`src/sv/lcc_pkg.sv`:
```
package lcc_pkg;

	// command codes on the input tuser
	localparam logic [1:0] CMD_INSTR  = 2'd0;
	localparam logic [1:0] CMD_DATA   = 2'd1;
	localparam logic [1:0] CMD_FLUSH  = 2'd2;
	localparam logic [1:0] CMD_UNUSED = 2'd3;

	// class codes, land in request bits 6..5
	localparam logic [1:0] CLS_INSTR = 2'b01;
	localparam logic [1:0] CLS_DATA  = 2'b10;

	localparam int FILL_W   = 3;
	localparam int RESULT_W = 40;

	typedef enum logic {
		OP_BYTE,
		OP_FLUSH
	} op_kind_t;

	typedef struct packed {
		logic [1:0] cls;
		logic [1:0] sel;
	} tag_t;

	typedef struct packed {
		op_kind_t   kind;
		logic       emit_en;
		tag_t       tag;
		logic [7:0] data;
	} op_t;

	typedef logic [3:0][7:0] held_bytes_t;

	// request byte: 0, class, targets, 0, count-1; then the two words
	function automatic logic [RESULT_W-1:0] make_result(tag_t tag, logic [FILL_W-1:0] cnt,
			held_bytes_t b);
		logic [1:0] cm1;
		logic [7:0] req;
		cm1 = 2'(cnt - 3'd1);
		req = {1'b0, tag.cls, tag.sel, 1'b0, cm1};
		return {b[3], b[2], b[1], b[0], req};
	endfunction

endpackage

```
`src/sv/lcc_front.sv`:
```
module lcc_front
	import lcc_pkg::*;
(
	input  logic       clk,
	input  logic       arst_n,
	input  logic       cfg_wr_en,
	input  logic [1:0] cfg_wr_data,
	input  logic       s_tvalid,
	output logic       s_tready,
	input  logic [3:0] s_tuser,
	input  logic [7:0] s_tdata,
	input  logic       q_full,
	output logic       push,
	output op_t        op
);

	logic [1:0] ctrl_map_q;
	logic [1:0] cmd;
	logic [1:0] sel;

	always_ff @(posedge clk or negedge arst_n) begin
		if (!arst_n) begin
			ctrl_map_q <= '0;
		end else if (cfg_wr_en) begin
			ctrl_map_q <= cfg_wr_data;
		end
	end

	assign cmd      = s_tuser[1:0];
	assign sel      = s_tuser[3:2];
	assign s_tready = !q_full;
	// unused command is taken and dropped here
	assign push     = s_tvalid && !q_full && (cmd != CMD_UNUSED);

	always_comb begin
		op.kind    = (cmd == CMD_FLUSH) ? OP_FLUSH : OP_BYTE;
		op.emit_en = (ctrl_map_q != 2'b00);
		op.tag.cls = (cmd == CMD_INSTR) ? CLS_INSTR : CLS_DATA;
		op.tag.sel = sel & ctrl_map_q;
		op.data    = s_tdata;
	end

endmodule

```
`src/sv/lcc_queue.sv`:
```
module lcc_queue
	import lcc_pkg::*;
(
	input  logic clk,
	input  logic arst_n,
	input  logic push,
	input  op_t  push_op,
	input  logic pop,
	output op_t  head_op,
	output logic empty,
	output logic full
);

	op_t        mem_q [2];
	logic       wr_ptr_q;
	logic       rd_ptr_q;
	logic [1:0] count_q;

	assign empty   = (count_q == 2'd0);
	assign full    = (count_q == 2'd2);
	assign head_op = mem_q[rd_ptr_q];

	always_ff @(posedge clk) begin
		if (push) begin
			mem_q[wr_ptr_q] <= push_op;
		end
	end

	always_ff @(posedge clk or negedge arst_n) begin
		if (!arst_n) begin
			wr_ptr_q <= 1'b0;
			rd_ptr_q <= 1'b0;
			count_q  <= 2'd0;
		end else begin
			if (push) wr_ptr_q <= !wr_ptr_q;
			if (pop)  rd_ptr_q <= !rd_ptr_q;
			case ({push, pop})
				2'b10:   count_q <= count_q + 2'd1;
				2'b01:   count_q <= count_q - 2'd1;
				default: count_q <= count_q;
			endcase
		end
	end

	a_no_overflow: assert property (@(posedge clk) disable iff (!arst_n)
		push |-> !full) else $error("queue overflow");
	a_no_underflow: assert property (@(posedge clk) disable iff (!arst_n)
		pop |-> !empty) else $error("queue underflow");
	a_count_range: assert property (@(posedge clk) disable iff (!arst_n)
		count_q != 2'd3) else $error("queue count out of range");

endmodule

```
`src/sv/lcc_back.sv`:
```
module lcc_back
	import lcc_pkg::*;
#(
	parameter int GROUP_BYTES = 4
)
(
	input  logic                clk,
	input  logic                arst_n,
	input  logic                q_empty,
	input  op_t                 head_op,
	output logic                pop,
	output logic                m_tvalid,
	input  logic                m_tready,
	output logic [RESULT_W-1:0] m_tdata
);

	held_bytes_t         bytes_q, bytes_d;
	tag_t                tag_q, tag_d;
	logic                valid_q, valid_d;
	logic [FILL_W-1:0]   fill_q, fill_d;
	logic                emit;
	logic [RESULT_W-1:0] res;
	logic                out_valid_q;
	logic [RESULT_W-1:0] out_data_q;

	// output register free or draining this cycle
	assign pop = !q_empty && (!out_valid_q || m_tready);

	always_comb begin
		bytes_d = bytes_q;
		tag_d   = tag_q;
		valid_d = valid_q;
		fill_d  = fill_q;
		emit    = 1'b0;
		res     = make_result(tag_q, fill_q, bytes_q);
		case (head_op.kind)
			OP_FLUSH: begin
				if (valid_q) begin
					emit    = head_op.emit_en;
					valid_d = 1'b0;
					fill_d  = '0;
				end
			end
			OP_BYTE: begin
				// type change: old group goes out first
				if (valid_q && (tag_q != head_op.tag)) begin
					emit   = head_op.emit_en;
					fill_d = '0;
				end
				bytes_d[fill_d[1:0]] = head_op.data;
				fill_d  = fill_d + 3'd1;
				tag_d   = head_op.tag;
				valid_d = 1'b1;
				if (fill_d >= FILL_W'(GROUP_BYTES)) begin
					emit    = head_op.emit_en;
					res     = make_result(tag_d, fill_d, bytes_d);
					valid_d = 1'b0;
					fill_d  = '0;
				end
			end
			default: begin
				emit = 1'b0;
			end
		endcase
	end

	always_ff @(posedge clk or negedge arst_n) begin
		if (!arst_n) begin
			bytes_q     <= '0;
			tag_q       <= '0;
			valid_q     <= 1'b0;
			fill_q      <= '0;
			out_valid_q <= 1'b0;
		end else begin
			if (pop) begin
				bytes_q <= bytes_d;
				tag_q   <= tag_d;
				valid_q <= valid_d;
				fill_q  <= fill_d;
			end
			if (pop && emit) begin
				out_valid_q <= 1'b1;
			end else if (m_tready) begin
				out_valid_q <= 1'b0;
			end
		end
	end

	always_ff @(posedge clk) begin
		if (pop && emit) begin
			out_data_q <= res;
		end
	end

	assign m_tvalid = out_valid_q;
	assign m_tdata  = out_data_q;

	a_fill_below_group: assert property (@(posedge clk) disable iff (!arst_n)
		fill_q < FILL_W'(GROUP_BYTES)) else $error("group left full");
	a_empty_no_fill: assert property (@(posedge clk) disable iff (!arst_n)
		!valid_q |-> (fill_q == '0)) else $error("empty group with count");
	a_held_has_bytes: assert property (@(posedge clk) disable iff (!arst_n)
		valid_q |-> (fill_q != '0)) else $error("held group with no bytes");
	a_no_overwrite: assert property (@(posedge clk) disable iff (!arst_n)
		(out_valid_q && !m_tready) |=> (out_valid_q && $stable(out_data_q)))
		else $error("pending result overwritten");

endmodule

```
`src/sv/lcd_command_coalescer.sv`:
```
// LCD command coalescer
// Groups instruction/data bytes of one type into transfers of up to GROUP_BYTES
// bytes for one or two character-LCD controllers.
// Input stream (s_*): one word per command; tuser carries command and target
// select, tdata the byte. Command 3 is accepted and ignored.
// Output stream (m_*): one word per emitted transfer: request byte plus the
// four held bytes as two 16-bit words (stale bytes included).
// Config: cfg_wr_en/cfg_wr_data write the installed-controller map; write only
// while the block is idle. With a zero map groups are formed but never sent.
// Throughput: one input word per cycle, sustained, while m_tready stays high;
// the back end retires one queued op per cycle into the output register.
// Path: an accepted word is written into the two-entry queue; from the queue head
// the back end updates the held group and, when a transfer is emitted, the
// output register that drives m_tvalid.
// Stall: while a result is pending and m_tready is low the output register holds,
// the back end stops draining, and the two-entry queue fills before s_tready drops.
// Reset: map cleared, group emptied, held bytes zeroed, queue empty.
module lcd_command_coalescer
	import lcc_pkg::*;
#(
	parameter int GROUP_BYTES = 4
)
(
	input  logic        clk,
	input  logic        arst_n,
	input  logic        cfg_wr_en,
	input  logic [1:0]  cfg_wr_data,   // controller map: bit0 ctrl 0, bit1 ctrl 1
	input  logic        s_tvalid,
	output logic        s_tready,
	input  logic [3:0]  s_tuser,       // [1:0] command, [3:2] target_select
	input  logic [7:0]  s_tdata,       // [7:0] data_byte
	output logic        m_tvalid,
	input  logic        m_tready,
	output logic [39:0] m_tdata        // [7:0] request_byte, [23:8] value_word,
	                                   // [39:24] index_word
);

	logic push;
	logic pop;
	logic q_full;
	logic q_empty;
	op_t  push_op;
	op_t  head_op;

	// front: config register, command decode, type computation
	lcc_front u_front (
		.clk         (clk),
		.arst_n      (arst_n),
		.cfg_wr_en   (cfg_wr_en),
		.cfg_wr_data (cfg_wr_data),
		.s_tvalid    (s_tvalid),
		.s_tready    (s_tready),
		.s_tuser     (s_tuser),
		.s_tdata     (s_tdata),
		.q_full      (q_full),
		.push        (push),
		.op          (push_op)
	);

	lcc_queue u_queue (
		.clk     (clk),
		.arst_n  (arst_n),
		.push    (push),
		.push_op (push_op),
		.pop     (pop),
		.head_op (head_op),
		.empty   (q_empty),
		.full    (q_full)
	);

	// back: held group, flush decisions, output register
	lcc_back #(
		.GROUP_BYTES (GROUP_BYTES)
	) u_back (
		.clk      (clk),
		.arst_n   (arst_n),
		.q_empty  (q_empty),
		.head_op  (head_op),
		.pop      (pop),
		.m_tvalid (m_tvalid),
		.m_tready (m_tready),
		.m_tdata  (m_tdata)
	);

endmodule
```
`config.mk`:
```
export PLATFORM = sky130hd
export DESIGN_NAME = lcd_command_coalescer
export DESIGN_NICKNAME = d
export VERILOG_FILES = /design/src/sv/lcc_pkg.sv /design/src/sv/lcc_front.sv /design/src/sv/lcc_queue.sv /design/src/sv/lcc_back.sv /design/src/sv/lcd_command_coalescer.sv
export SDC_FILE = /design/constraint.sdc
export NUM_CORES = 1
export LEC_CHECK = 0
export ABC_AREA = 1
export BUFFER_PORTS_ARGS = -buffer_cell sky130_fd_sc_hd__buf_2
export CORE_MARGIN = 3
export CORE_UTILIZATION = 54
export DETAILED_ROUTE_END_ITERATION = 6
export GPL_TIMING_DRIVEN = 0
export PLACE_DENSITY = 0.75
export SYNTH_ARGS = -nofsm -noshare
export SYNTH_HDL_FRONTEND = slang
export SYNTH_SLANG_ARGS = --single-unit
```
`constraint.sdc`:
```
create_clock -name clk -period 7.32 [get_ports clk]
set_input_delay 0.732 -clock clk [delete_from_list [all_inputs] [get_ports clk]]
set_output_delay 0.732 -clock clk [all_outputs]
set_load 0.02 [all_outputs]
```
==> results.json <==
{
  "outcome": "completed",
  "synth_area_leaders": "edfxtp_1, dfrtp_1, nand2_1",
  "drt_pass1_iterations": 6,
  "grt_pass1_wl_mm": 17.3,
  "drc": 0,
  "yosysMostFrequentCell": "nand2_1",
  "setup_viol": 0,
  "hold_class": "in -> reg",
  "numCtsBuffers": 17,
  "die_area_sq_mm": 0.0104,
  "relSlewSlack_pct": 16.8,
  "vias": 3715,
  "crit_type": "reg -> reg",
  "place.port_buffers": 58,
  "grt_remaining_overflow": 0,
  "drt-total-wl_mm": 10.6,
  "fin_nets": 582,
  "fp.dieH_um": 102,
  "cts.sinks": 113,
  "p_per_area_mw_per_mm2": 475,
  "nFillCells": 649,
  "synth_top_cell_area_share_pct": 39.7,
  "rows": 34,
  "die_x_um": 102,
  "drt_iter0_markers": 203,
  "cp-start-kind": "flop",
  "layout-drive-gt1-share_pct": 22.9,
  "hold_viol_final": 0,
  "place_area_sq_mm": 0.00543,
  "grt_max_degree": 48,
  "synth_top_area_cell": "edfxtp_1",
  "finalMaxSlewViolations": 0,
  "clockRootBuffer": "clkbuf_8",
  "clk_path_buf_depth": 2,
  "vias_per_cell": 5.47,
  "syn_to_final_growth_pct": 20.9,
  "drtAntennaViolNets": 0,
  "cap_violations": 0,
  "fin_setup_tns_ns": 0,
  "yosysWarnings": 0,
  "routabilityCongestion": 0.785,
  "met3_wirelength_um": 569,
  "async_flop_share_pct": 41.6,
  "final_core_util_pct": 68.3,
  "dp_hpwl_mm": 6.82,
  "seqCellArea_sq_mm": 0.00316,
  "skew_ns": 0.00938,
  "cts_setup_buffers": 0,
  "fin_area_sq_mm": 0.00604,
  "crit_start": "u_queue.rd_ptr_q$_DFFE_PN0P_",
  "hold_ws_ns": 0.411,
  "grtUsageTotal_pct": 21.9,
  "min-delay-start": "s_tdata[2]",
  "rsz0062_at_grt": "no",
  "period_minus_slack_ns": 3.68,
  "diodes": 0,
  "synthCells": 480,
  "cts_tree": "built",
  "worst_pin_slew_ns": 1.24,
  "design.core.area_sq_mm": 0.00885,
  "vdd_drop_max_v": 0.000239,
  "cts_resized": 0,
  "p_leak_nw": 2.61,
  "worst_skew_pair.late_latency_ns": 0.51,
  "synth_edf_count": 66,
  "ys_top_cells_by_count": "nand2_1, edfxtp_1, o21ai_0",
  "period_share_pct": 50.3,
  "postCtsHoldBufs": 0,
  "fmax_ghz": 0.272,
  "htree_levels": 4,
  "synthesis.area_sq_mm": 0.00500,
  "wl_met2_mm": 5.61,
  "grt_pass1_vias": 3626,
  "grt_antenna_before_repair": 0,
  "synth-seq-area-share_pct": 63.2,
  "synth.avg_cell_area_sq_um": 10.4,
  "synth.distinct_cells": 27,
  "ios": 61,
  "crit_path_end_kind": "flop",
  "cp_data_arrival_time_ns": 3.81,
  "multi_input_area_sq_mm": 0.00157,
  "top_layer": "met4",
  "routedWlPerCell_um": 15.6,
  "synth_seq_cells": 113,
  "dp_cells": 647,
  "synth_top_flop_cell": "edfxtp_1",
  "r2r_start": "u_queue.rd_ptr_q$_DFFE_PN0P_",
  "finalNonFillerCells": 679,
  "start_util_pct": 56.5,
  "crit_required_ns": 7.45,
  "path_max_fanout": 38,
  "wl_met1_mm": 4.23,
  "clk_pin_slew_ns": 0.05
}
cell type report:
type                    count  share of cell area (%)
inverters                  31                    1.97
clock inverters            13                    3.06
flip-flops and latches    113                    52.3
well taps                 108                    2.24
repair buffers             58                    4.80
clock buffers              19                    7.14
multi-input cells         313                    26.0
plain buffers              24                    2.53
power breakdown:
part	switching [mW]	internal, mW	leakage (nW)	total (mW)
Sequential	0.100	0.954	1.22	1.05
Clock	0.286	0.561	0.286	0.847
Combinational	0.675	0.293	1.11	0.968
Total	1.06	1.81	2.61	2.87
placed cells by master, fill, tap and decap left out, drive strengths merged:
cell type / n
xnor2: 1
dfrtp: 47
conb: 2
bufinv: 4
mux2i: 9
edfxtp: 66
clkinvlp: 5
clkinv: 3
buf: 70
ha: 5
o21ai: 109
nand3b: 2
nor2: 8
nand4: 4
nand3: 9
clkbuf: 31
xor2: 4
a21oi: 4
nand2: 156
inv: 32
flip-flops by register name (all words and copies together) (netlist names):
signal	flops
u_back.bytes_q	32
u_back.fill_q	3
u_back.m_tdata	38
u_back.m_tvalid	1
u_back.tag_q	4
u_back.valid_q	1
u_front.ctrl_map_q	2
u_queue.count_q	2
u_queue.mem_q	28
u_queue.rd_ptr_q	1
u_queue.wr_ptr_q	1
critical path, cell delays in order (launching register included):
cell and delay (ns):
dfrtp_1 0.37, buf_6 0.15, inv_4 0.09, nand2_1 0.08
nand3b_1 0.09, nand2_1 0.06, nor2_1 0.10, nand2_1 0.08
nand2_2 0.13, nand2_1 0.16, inv_1 0.11, ha_1 0.16
buf_1 0.41, clkbuf_1 0.37, nand2_1 0.13, nand4_1 0.09
nand2_1 0.10, inv_2 0.60
per-layer routing:
metal / track usage (%) / up-vias
li1: - / 1781
met1: 26.4 / 1780
met2: 38.0 / 136
met3: 5.19 / 18
met4: 8.58 / 0
met5: 0 / -
cell families after synthesis:
kind of cell             Yosys count  share of synthesized area, %
AND/OR/NAND/NOR                  179                          14.5
adder cells (fa/ha/maj)            5                          1.25
flip-flops                       113                          63.2
XOR/XNOR                           5                         0.876
AO/OA/AOI/OAI                    113                          12.8
buffers and inverters             55                          5.43
other                              1                        0.0750
multiplexers                       9                          1.88
path summary, 6_finish.rpt:
check                                                  to  slack (ns)  cells past startpoint
min in group asynchronous  u_queue.count_q[0]$_DFFE_PN0P_        0.44                      1
hold reg to reg            u_back.bytes_q[11]$_DFFE_PN0P_        0.51                      2
setup / recovery              u_back.m_tdata[4]$_DFFE_PP_        3.64                     17
max in group asynchronous  u_back.bytes_q[17]$_DFFE_PN0P_        6.18                      1
setup reg to reg              u_back.m_tdata[4]$_DFFE_PP_        3.64                     17
hold / removal              u_queue.mem_q[0][2]$_DFFE_PP_        0.41                      1
stage by stage:
| stage | total power, mW | setup WS [ns] |
|---|---|---|
| 3_5_place_dp | 2.02 | 3.25 |
| 3_3_place_gp | 1.97 | 3.45 |
| 6_report | 2.87 | 3.64 |
| 2_1_floorplan | 1.74 | 4.11 |
| 4_1_cts | 2.88 | 3.15 |
| 5_1_grt | 3.04 | 3.39 |
Power figures use the tool's default switching activity.
